[src/sv/adm_pkg.sv]
// shared types and constants of the addressed message deframer
`default_nettype none

package adm_pkg;

    // message buffer size and derived widths
    localparam int MSG_CAP = 64;
    localparam int IDX_W   = $clog2(MSG_CAP);

    // id accumulator saturates at one past the largest target
    localparam int          ID_W   = 17;
    localparam logic [ID_W-1:0] ID_SAT = 17'h10000;

    // framing characters
    localparam logic [7:0] CHAR_OPEN  = 8'h3C;
    localparam logic [7:0] CHAR_AT    = 8'h40;
    localparam logic [7:0] CHAR_CLOSE = 8'h3E;
    localparam logic [7:0] CHAR_ZERO  = 8'd48;
    localparam logic [7:0] CHAR_NINE  = 8'd57;

    // command queue depth
    localparam int QDEPTH = 4;
    localparam int QPTR_W = $clog2(QDEPTH);

    // configuration register indexes
    localparam logic CFG_FILTER_ENABLE = 1'b0;
    localparam logic CFG_TARGET_ID     = 1'b1;

    // parser phase
    typedef enum logic [1:0] {
        PH_WAIT,
        PH_ID,
        PH_MSG
    } phase_t;

    // commands from the parser to the emitter
    typedef enum logic [1:0] {
        OP_PASS,
        OP_STORE,
        OP_STORE_EMIT,
        OP_EMIT
    } cmd_op_t;

    typedef struct packed {
        cmd_op_t          op;
        logic [7:0]       data;
        logic [IDX_W-1:0] idx;
    } cmd_t;

    // queue status
    typedef struct packed {
        logic full;
        logic empty;
    } q_stat_t;

    // emitter state
    typedef enum logic [1:0] {
        BK_IDLE,
        BK_READ,
        BK_SEND
    } bk_state_t;

endpackage

`default_nettype wire

[src/sv/adm_front.sv]
// parser: classifies each item and issues one command per item at most
`default_nettype none

module adm_front (
    input  wire logic            clk,
    input  wire logic            rst_n,
    input  wire logic            accept,
    input  wire logic [7:0]      rx_byte,
    input  wire logic            filter_enable,
    input  wire logic [15:0]     target_id,
    output logic                 push,
    output adm_pkg::cmd_t        cmd
);
    import adm_pkg::*;

    phase_t           phase_reg, phase_next;
    logic [ID_W-1:0]  id_reg, id_next;
    logic [IDX_W-1:0] cnt_reg, cnt_next;

    logic             is_digit;
    logic [19:0]      id_prod;
    logic             id_match;
    logic             buf_full;

    // id times ten plus digit, and frame checks
    assign is_digit = (rx_byte inside {[CHAR_ZERO:CHAR_NINE]});
    assign id_prod  = ({3'b000, id_reg} << 3) + ({3'b000, id_reg} << 1)
                    + {16'h0000, rx_byte[3:0] - CHAR_ZERO[3:0]};
    assign id_match = (id_reg == {1'b0, target_id});
    assign buf_full = (cnt_reg >= IDX_W'(MSG_CAP - 2));

    // next state
    always_comb
    begin
        phase_next = phase_reg;
        id_next    = id_reg;
        cnt_next   = cnt_reg;
        if (accept && filter_enable)
        begin
            case (phase_reg)
                PH_ID:
                begin
                    if (is_digit)
                    begin
                        id_next = (id_prod >= 20'(ID_SAT)) ? ID_SAT : id_prod[ID_W-1:0];
                    end
                    else if (rx_byte == CHAR_AT)
                    begin
                        phase_next = PH_MSG;
                    end
                    else
                    begin
                        phase_next = PH_WAIT;
                    end
                end
                PH_MSG:
                begin
                    if (!id_match)
                    begin
                        phase_next = PH_WAIT;
                    end
                    else if (rx_byte == CHAR_CLOSE || buf_full)
                    begin
                        phase_next = PH_WAIT;
                        id_next    = '0;
                        cnt_next   = '0;
                    end
                    else
                    begin
                        cnt_next = cnt_reg + 1'b1;
                    end
                end
                default:
                begin
                    id_next    = '0;
                    cnt_next   = '0;
                    phase_next = (rx_byte == CHAR_OPEN) ? PH_ID : PH_WAIT;
                end
            endcase
        end
    end

    // command issue
    always_comb
    begin
        push     = 1'b0;
        cmd.op   = OP_PASS;
        cmd.data = rx_byte;
        cmd.idx  = cnt_reg;
        if (accept)
        begin
            if (!filter_enable)
            begin
                push = 1'b1;
            end
            else if (phase_reg == PH_MSG && id_match)
            begin
                push = 1'b1;
                if (rx_byte == CHAR_CLOSE)
                begin
                    cmd.op = OP_EMIT;
                end
                else if (buf_full)
                begin
                    cmd.op = OP_STORE_EMIT;
                end
                else
                begin
                    cmd.op = OP_STORE;
                end
            end
        end
    end

    // parser registers
    always_ff @(posedge clk or negedge rst_n)
    begin
        if (!rst_n)
        begin
            phase_reg <= PH_WAIT;
            id_reg    <= '0;
            cnt_reg   <= '0;
        end
        else
        begin
            phase_reg <= phase_next;
            id_reg    <= id_next;
            cnt_reg   <= cnt_next;
        end
    end

endmodule

`default_nettype wire

[src/sv/adm_queue.sv]
// short command queue between parser and emitter
`default_nettype none

module adm_queue (
    input  wire logic           clk,
    input  wire logic           rst_n,
    input  wire logic           push,
    input  wire adm_pkg::cmd_t  push_cmd,
    input  wire logic           pop,
    output adm_pkg::cmd_t       head_cmd,
    output adm_pkg::q_stat_t    stat
);
    import adm_pkg::*;

    cmd_t              slot_reg [QDEPTH];
    logic [QPTR_W-1:0] wr_ptr_reg;
    logic [QPTR_W-1:0] rd_ptr_reg;
    logic [QPTR_W:0]   fill_reg;

    assign head_cmd   = slot_reg[rd_ptr_reg];
    assign stat.full  = (fill_reg == (QPTR_W+1)'(QDEPTH));
    assign stat.empty = (fill_reg == '0);

    // storage slots
    always_ff @(posedge clk)
    begin
        if (push)
        begin
            slot_reg[wr_ptr_reg] <= push_cmd;
        end
    end

    // pointers and fill level
    always_ff @(posedge clk or negedge rst_n)
    begin
        if (!rst_n)
        begin
            wr_ptr_reg <= '0;
            rd_ptr_reg <= '0;
            fill_reg   <= '0;
        end
        else
        begin
            if (push)
            begin
                wr_ptr_reg <= wr_ptr_reg + 1'b1;
            end
            if (pop)
            begin
                rd_ptr_reg <= rd_ptr_reg + 1'b1;
            end
            if (push && !pop)
            begin
                fill_reg <= fill_reg + 1'b1;
            end
            else if (pop && !push)
            begin
                fill_reg <= fill_reg - 1'b1;
            end
        end
    end

endmodule

`default_nettype wire

[src/sv/adm_back.sv]
// emitter: message buffer, drain sequencer and output register
`default_nettype none

module adm_back (
    input  wire logic             clk,
    input  wire logic             rst_n,
    input  wire adm_pkg::cmd_t    head_cmd,
    input  wire adm_pkg::q_stat_t q_stat,
    output logic                  pop,
    output logic                  out_valid,
    input  wire logic             out_stall,
    output logic [7:0]            out_byte,
    output logic                  last,
    output logic                  empty_message,
    output logic                  passthrough
);
    import adm_pkg::*;

    logic [7:0]       msg_mem [MSG_CAP];
    logic [7:0]       rd_data_reg;

    bk_state_t        state_reg, state_next;
    logic [IDX_W-1:0] drain_idx_reg;
    logic [IDX_W-1:0] drain_last_reg;

    logic             out_valid_reg;
    logic [7:0]       out_byte_reg;
    logic             last_reg;
    logic             empty_reg;
    logic             pass_reg;

    logic             out_free;
    logic             mem_we;
    logic             load;
    logic [7:0]       ld_byte;
    logic             ld_last;
    logic             ld_empty;
    logic             ld_pass;
    logic             drain_start;
    logic             drain_step;
    logic             drain_end;
    logic [IDX_W-1:0] start_last;

    assign out_free  = !out_valid_reg || !out_stall;
    assign drain_end = (drain_idx_reg == drain_last_reg);

    // next state
    always_comb
    begin
        state_next = state_reg;
        case (state_reg)
            BK_IDLE:
            begin
                if (drain_start)
                begin
                    state_next = BK_READ;
                end
            end
            BK_READ:
            begin
                state_next = BK_SEND;
            end
            BK_SEND:
            begin
                if (out_free)
                begin
                    state_next = drain_end ? BK_IDLE : BK_READ;
                end
            end
            default:
            begin
                state_next = BK_IDLE;
            end
        endcase
    end

    // command execution and output loading
    always_comb
    begin
        pop         = 1'b0;
        mem_we      = 1'b0;
        load        = 1'b0;
        ld_byte     = '0;
        ld_last     = 1'b0;
        ld_empty    = 1'b0;
        ld_pass     = 1'b0;
        drain_start = 1'b0;
        drain_step  = 1'b0;
        start_last  = head_cmd.idx;
        case (state_reg)
            BK_IDLE:
            begin
                if (!q_stat.empty && out_free)
                begin
                    pop = 1'b1;
                    case (head_cmd.op)
                        OP_PASS:
                        begin
                            load    = 1'b1;
                            ld_byte = head_cmd.data;
                            ld_last = 1'b1;
                            ld_pass = 1'b1;
                        end
                        OP_STORE:
                        begin
                            mem_we = 1'b1;
                        end
                        OP_STORE_EMIT:
                        begin
                            mem_we      = 1'b1;
                            drain_start = 1'b1;
                        end
                        OP_EMIT:
                        begin
                            if (head_cmd.idx == '0)
                            begin
                                load     = 1'b1;
                                ld_last  = 1'b1;
                                ld_empty = 1'b1;
                            end
                            else
                            begin
                                drain_start = 1'b1;
                                start_last  = head_cmd.idx - 1'b1;
                            end
                        end
                        default:
                        begin
                        end
                    endcase
                end
            end
            BK_SEND:
            begin
                if (out_free)
                begin
                    load       = 1'b1;
                    ld_byte    = rd_data_reg;
                    ld_last    = drain_end;
                    drain_step = !drain_end;
                end
            end
            default:
            begin
            end
        endcase
    end

    // message buffer with registered read
    always_ff @(posedge clk)
    begin
        if (mem_we)
        begin
            msg_mem[head_cmd.idx] <= head_cmd.data;
        end
        rd_data_reg <= msg_mem[drain_idx_reg];
    end

    // drain counters and state
    always_ff @(posedge clk or negedge rst_n)
    begin
        if (!rst_n)
        begin
            state_reg      <= BK_IDLE;
            drain_idx_reg  <= '0;
            drain_last_reg <= '0;
        end
        else
        begin
            state_reg <= state_next;
            if (drain_start)
            begin
                drain_idx_reg  <= '0;
                drain_last_reg <= start_last;
            end
            else if (drain_step)
            begin
                drain_idx_reg <= drain_idx_reg + 1'b1;
            end
        end
    end

    // output register valid
    always_ff @(posedge clk or negedge rst_n)
    begin
        if (!rst_n)
        begin
            out_valid_reg <= 1'b0;
        end
        else if (out_free)
        begin
            out_valid_reg <= load;
        end
    end

    // output register payload
    always_ff @(posedge clk)
    begin
        if (out_free && load)
        begin
            out_byte_reg <= ld_byte;
            last_reg     <= ld_last;
            empty_reg    <= ld_empty;
            pass_reg     <= ld_pass;
        end
    end

    assign out_valid     = out_valid_reg;
    assign out_byte      = out_byte_reg;
    assign last          = last_reg;
    assign empty_message = empty_reg;
    assign passthrough   = pass_reg;

endmodule

`default_nettype wire

[src/sv/addressed_message_deframer_unit.sv]
// top level of the addressed message deframer
//
// Input channel: in_valid / in_stall carry one received byte (rx_byte) per item.
// Output channel: out_valid / out_stall carry one result item: out_byte, last,
// empty_message, passthrough. Configuration: cfg_we writes cfg_wdata to the
// register at cfg_index (0 filter_enable, 1 target_id), one write per edge.
// With filtering off every byte comes back with last and passthrough set,
// via the queue and the output register. With filtering on, frames '<' id '@' msg '>'
// whose id equals target_id are delivered as message bytes, the final one
// marked last; an empty message gives a single item with empty_message set.
// The parser takes one byte per cycle while its four-entry command queue has
// room. The emitter reads the 64-byte message buffer through one registered
// read port, so each message byte passes a read state and then a send state;
// in_stall rises once the queue fills.
// Reset clears the parser to waiting for '<', empties the queue and output,
// and sets both registers to zero; the buffer needs no clearing pass.
// While out_stall is high and out_valid is set, the output item holds and the emitter waits.
`default_nettype none

module addressed_message_deframer_unit (
    input  wire logic        clk,
    input  wire logic        rst_n,
    input  wire logic        in_valid,
    output logic             in_stall,
    input  wire logic [7:0]  rx_byte,
    output logic             out_valid,
    input  wire logic        out_stall,
    output logic [7:0]       out_byte,
    output logic             last,
    output logic             empty_message,
    output logic             passthrough,
    input  wire logic        cfg_we,
    input  wire logic        cfg_index,
    input  wire logic [15:0] cfg_wdata
);
    import adm_pkg::*;

    logic        filter_enable_reg;
    logic [15:0] target_id_reg;

    logic        accept;
    logic        f_push;
    cmd_t        f_cmd;
    cmd_t        head_cmd;
    q_stat_t     q_stat;
    logic        b_pop;

    // configuration registers
    always_ff @(posedge clk or negedge rst_n)
    begin
        if (!rst_n)
        begin
            filter_enable_reg <= 1'b0;
            target_id_reg     <= '0;
        end
        else if (cfg_we)
        begin
            case (cfg_index)
                CFG_FILTER_ENABLE: filter_enable_reg <= cfg_wdata[0];
                CFG_TARGET_ID:     target_id_reg     <= cfg_wdata;
                default:
                begin
                end
            endcase
        end
    end

    // input handshake
    assign in_stall = q_stat.full;
    assign accept   = in_valid && !q_stat.full;

    adm_front u_front (
        .clk           (clk),
        .rst_n         (rst_n),
        .accept        (accept),
        .rx_byte       (rx_byte),
        .filter_enable (filter_enable_reg),
        .target_id     (target_id_reg),
        .push          (f_push),
        .cmd           (f_cmd)
    );

    adm_queue u_queue (
        .clk      (clk),
        .rst_n    (rst_n),
        .push     (f_push),
        .push_cmd (f_cmd),
        .pop      (b_pop),
        .head_cmd (head_cmd),
        .stat     (q_stat)
    );

    adm_back u_back (
        .clk           (clk),
        .rst_n         (rst_n),
        .head_cmd      (head_cmd),
        .q_stat        (q_stat),
        .pop           (b_pop),
        .out_valid     (out_valid),
        .out_stall     (out_stall),
        .out_byte      (out_byte),
        .last          (last),
        .empty_message (empty_message),
        .passthrough   (passthrough)
    );

    // queue never written when full nor read when empty
    assert property (@(posedge clk) disable iff (!rst_n) q_stat.full |-> !f_push)
        else $error("command pushed into full queue");
    assert property (@(posedge clk) disable iff (!rst_n) q_stat.empty |-> !b_pop)
        else $error("command popped from empty queue");

    // result marks are consistent
    assert property (@(posedge clk) disable iff (!rst_n)
        (out_valid && empty_message) |-> (last && !passthrough && out_byte == 8'h00))
        else $error("empty message item malformed");
    assert property (@(posedge clk) disable iff (!rst_n)
        (out_valid && passthrough) |-> (last && !empty_message))
        else $error("passthrough item malformed");

endmodule

`default_nettype wire

[config.mk]
export PLATFORM = sky130hd
export DESIGN_NAME = addressed_message_deframer_unit
export DESIGN_NICKNAME = d
export VERILOG_FILES = /design/src/sv/adm_pkg.sv /design/src/sv/adm_front.sv /design/src/sv/adm_queue.sv /design/src/sv/adm_back.sv /design/src/sv/addressed_message_deframer_unit.sv
export SDC_FILE = /design/constraint.sdc
export NUM_CORES = 1
export LEC_CHECK = 0
export BUFFER_PORTS_ARGS = -buffer_cell sky130_fd_sc_hd__clkbuf_2
export CAP_MARGIN = 20
export CORE_MARGIN = 4
export CORE_UTILIZATION = 50
export CTS_CLUSTER_DIAMETER = 60
export DETAILED_ROUTE_END_ITERATION = 12
export PLACE_DENSITY = 0.73
export SYNTH_ARGS = -nofsm -noshare
export SYNTH_HDL_FRONTEND = slang
export SYNTH_HIERARCHICAL = 1
export SYNTH_SLANG_ARGS = --single-unit
[constraint.sdc]
create_clock -name clk -period 3 [get_ports clk]
set_clock_uncertainty 0.1 [all_clocks]
set_input_delay 0.3 -clock clk [delete_from_list [all_inputs] [get_ports clk]]
set_output_delay 0.3 -clock clk [all_outputs]
set_load 0.01 [all_outputs]
==> metrics.csv <==
metric,value,unit
status,"complete, but fails checks",
violations,setup timing,
cpMaxStageDelayCell,fa_1,
numClockSinks,659,
cp_top_family,compound AO/OA/AOI/OAI gates,
vias,15152,
cts_root_buf,clkbuf_16,
synth_area_leaders,"edfxtp_1 (64%), mux4_2 (9.8%), dfrtp_1 (5.8%), ha_1 (2.2%), mux2i_1 (1.9%)",
drc,0,
finalSetupViolCount,17,
worst_ir_drop_vdd,520,uV
final_common_cell,edfxtp_1,
drv_cap,0,
final_cell_mix,"edfxtp_1 (587), buf_4 (174), mux4_2 (122), nor2_1 (100), clkbuf_16 (72)",
fin_util,60.4,%
hpwl,39.4,mm
tightest_slew,0.875,ns
dp_cells,2372,
crit_path_start_kind,flip-flop,
path_clk_slew,0.06,ns
gp_congestion,0.871,
met2_usage,33.7,%
ios,43,
clock_path_buffers,3,
finalCritPeriodShare,106,%
netlist.area_leader.share,64.0,%
synth_seq_area_share,70.4,%
slew_viol_final,0,
route.detailed.wl_per_inst,24.4,um
grt_pass1_vias,15468,
seq_power_share,44.7,%
worst-path-max-fanout,11,
layout-area-overhead-vs-synth,18.8,%
clock_latency,0.60,ns
power.switching,7.89,mW
wl,61.9,mm
h-tree-depth,3,
cp_num_buf_inv,2,
synthesis.nets,1611,
cp_cell_sequence,inv_2 -> fa_1 -> fa_2 -> and2b_2 -> o211ai_4 -> a21oi_4 -> a2111oi_4 -> nor3_2 -> xor2_2 -> buf_12 -> o41ai_2,
slew_headroom,41.5,%
synth_seq_cells,659,
switching_share,28.8,%
critical_path_class,reg2reg,
use_met1,28.6,%
period_needed,3.18,ns
cts_buffers,69,
largest_reg_flops,512,
layout.cells.non_filler,2536,
regArea,19400,sq um
cts_tree,built,
port_buffers,42,
r2r_cells,11,
fin_area,32700,sq um
crit_path_end_kind,flip-flop,
yosysWarnings,6,
hold_depth,3,
antenna_found_initial,1,
fp.coreArea,54100,sq um
power_leakage,11.4,nW
fp-row-count,85,
n_fill_cell,3733,
postSynthCellCount,1530,
grt_usage,20.9,%
syn_area_per_cell,18.0,sq um
first_iter_violations,1570,
min_path_type,in2reg,
antenna_cells,0,
crit_arrival,3.55,ns
tns,-1.87,ns
post_dp_cell_area,29700,sq um
layout.nets,1867,
via_per_inst,5.97,
ant_nets,0,
grt-ovfl-total,0,
synth_top_flop_cell,edfxtp_1,
rsz0062_at_grt,yes,
multi_input_area,7880,sq um
fmax,0.315,GHz
synth_top_cell_by_area,edfxtp_1,
ys_types,82,
power_density,838,nW/um^2
hold_viol_final,0,
fin_ws,-0.175,ns
syn_area,27500,sq um
clock_power_share,31.3,%
p_int,19.5,mW
first_pass_iters,5,
drive_gt1_share,31.2,%
die_y,243,um
grt_max_degree,65,
dieArea,58900,sq um
cpPeakStageDelay,0.56,ns
synthArstFlopShare,9.71,%
gr-usage-met3,4.35,%
cp.depth,11,
grt_pass1_wl,93.8,mm
required,3.37,ns
pwr-share-comb,24.1,%
synth-edff-count,587,
start_util,50.9,%
fp.dieW,243,um
busiest_layer,met2,
-- what timing repair did --
item                                    4_1_cts  5_1_grt
endpoints found under the setup margin      156      520
hold buffers                                 27        0
pin swaps                                     9       22
cloned                                        0        2
buffers inserted                              7        3
hold endpoints to repair                    117        0
resized for setup                            18       43
-- cells by family (layout without fill, tap and decap cells) --
kind of cell | after synthesis | count (layout) | share of synthesized area [%]
compound gates | 189 | 189 | 5.26
simple gates | 281 | 282 | 5.05
mux | 200 | 200 | 13.4
flops | 659 | 659 | 70.4
xor+xnor | 46 | 46 | 1.49
fa+ha+maj | 51 | 51 | 2.40
buf+inv | 104 | 413 | 1.99
-- tightest hold or removal path: stages --
cell,delay [ns]
clkbuf_2,0.11
nand2b_1,0.17
mux2_2,0.18
-- synth_stat cells, types with 8 or more instances --
cell type	instances
mux2i_1	52
o22ai_1	15
a22oi_1	30
o21ai_0	26
buf_1	11
a211oi_1	18
a21oi_1	25
mux2_4	10
xor2_1	34
ha_1	48
nor2_1	101
o41ai_1	8
xnor2_1	11
nor3_1	12
a22o_1	10
nand3_1	35
dfrtp_1	64
edfxtp_1	587
buf_4	11
buf_2	23
nand2_1	58
inv_1	23
clkbuf_1	26
mux4_2	120
o41ai_2	10
and2_1	9
a21o_1	8
mux2_2	10
mux4_1	8
dfxtp_1	8
and3_1	12
-- path summary, 6_finish.rpt --
check / from / to / slack, ns
max: u_front/id_reg[0]$_DFFE_PN0P_ / u_front/id_reg[11]$_DFFE_PN0P_ / -0.18
min: cfg_we / filter_enable_reg$_DFFE_PN0P_ / 0.10
max in group asynchronous: rst_n / u_back/drain_idx_reg[0]$_DFFE_PN0P_ / 1.79
max reg2reg: u_front/id_reg[0]$_DFFE_PN0P_ / u_front/id_reg[11]$_DFFE_PN0P_ / -0.18
min in group asynchronous: rst_n / target_id_reg[9]$_DFFE_PN0P_ / 0.35
min reg2reg: u_queue/fill_reg[2]$_DFFE_PN0P_ / u_queue/fill_reg[2]$_DFFE_PN0P_ / 0.39
-- area by class of cell --
type | instances | share of cell area, %
clock buffer | 86 | 5.76
clock inverter | 39 | 1.29
inverter | 23 | 0.264
multi-input combinational | 768 | 24.1
sequential | 659 | 59.3
tap | 696 | 2.66
timing repair buffer | 265 | 6.63
-- through the flow --
step	worst slack, ns	hold WS (ns)	power [mW]
3_3_place_gp	-0.338	0.372	18.7
5_1_grt	-0.297	0.103	28.6
6_report	-0.175	0.104	27.4
2_1_floorplan	0.00182	-0.0956	16.4
3_5_place_dp	-0.442	0.381	18.9
4_1_cts	-0.109	0.0877	27.5
-- layer usage --
layer | part of all wire (%) | vias to the layer above
met4 | 3.3 | 2
met2 | 48 | 630
met5 | 0.016 | -
li1 | - | 6646
met1 | 40 | 7727
met3 | 8.2 | 147
-- power groups by stage --
stage,clock network [mW],registers (mW),logic [mW]
3_5_place_dp,0,12.4,6.47
5_1_grt,9.16,12.3,7.09
2_1_floorplan,0,12.3,4.06
3_3_place_gp,0,12.4,6.25
4_1_cts,8.73,12.3,6.54
6_report,8.58,12.3,6.60
(Power assumes the default switching activity.)
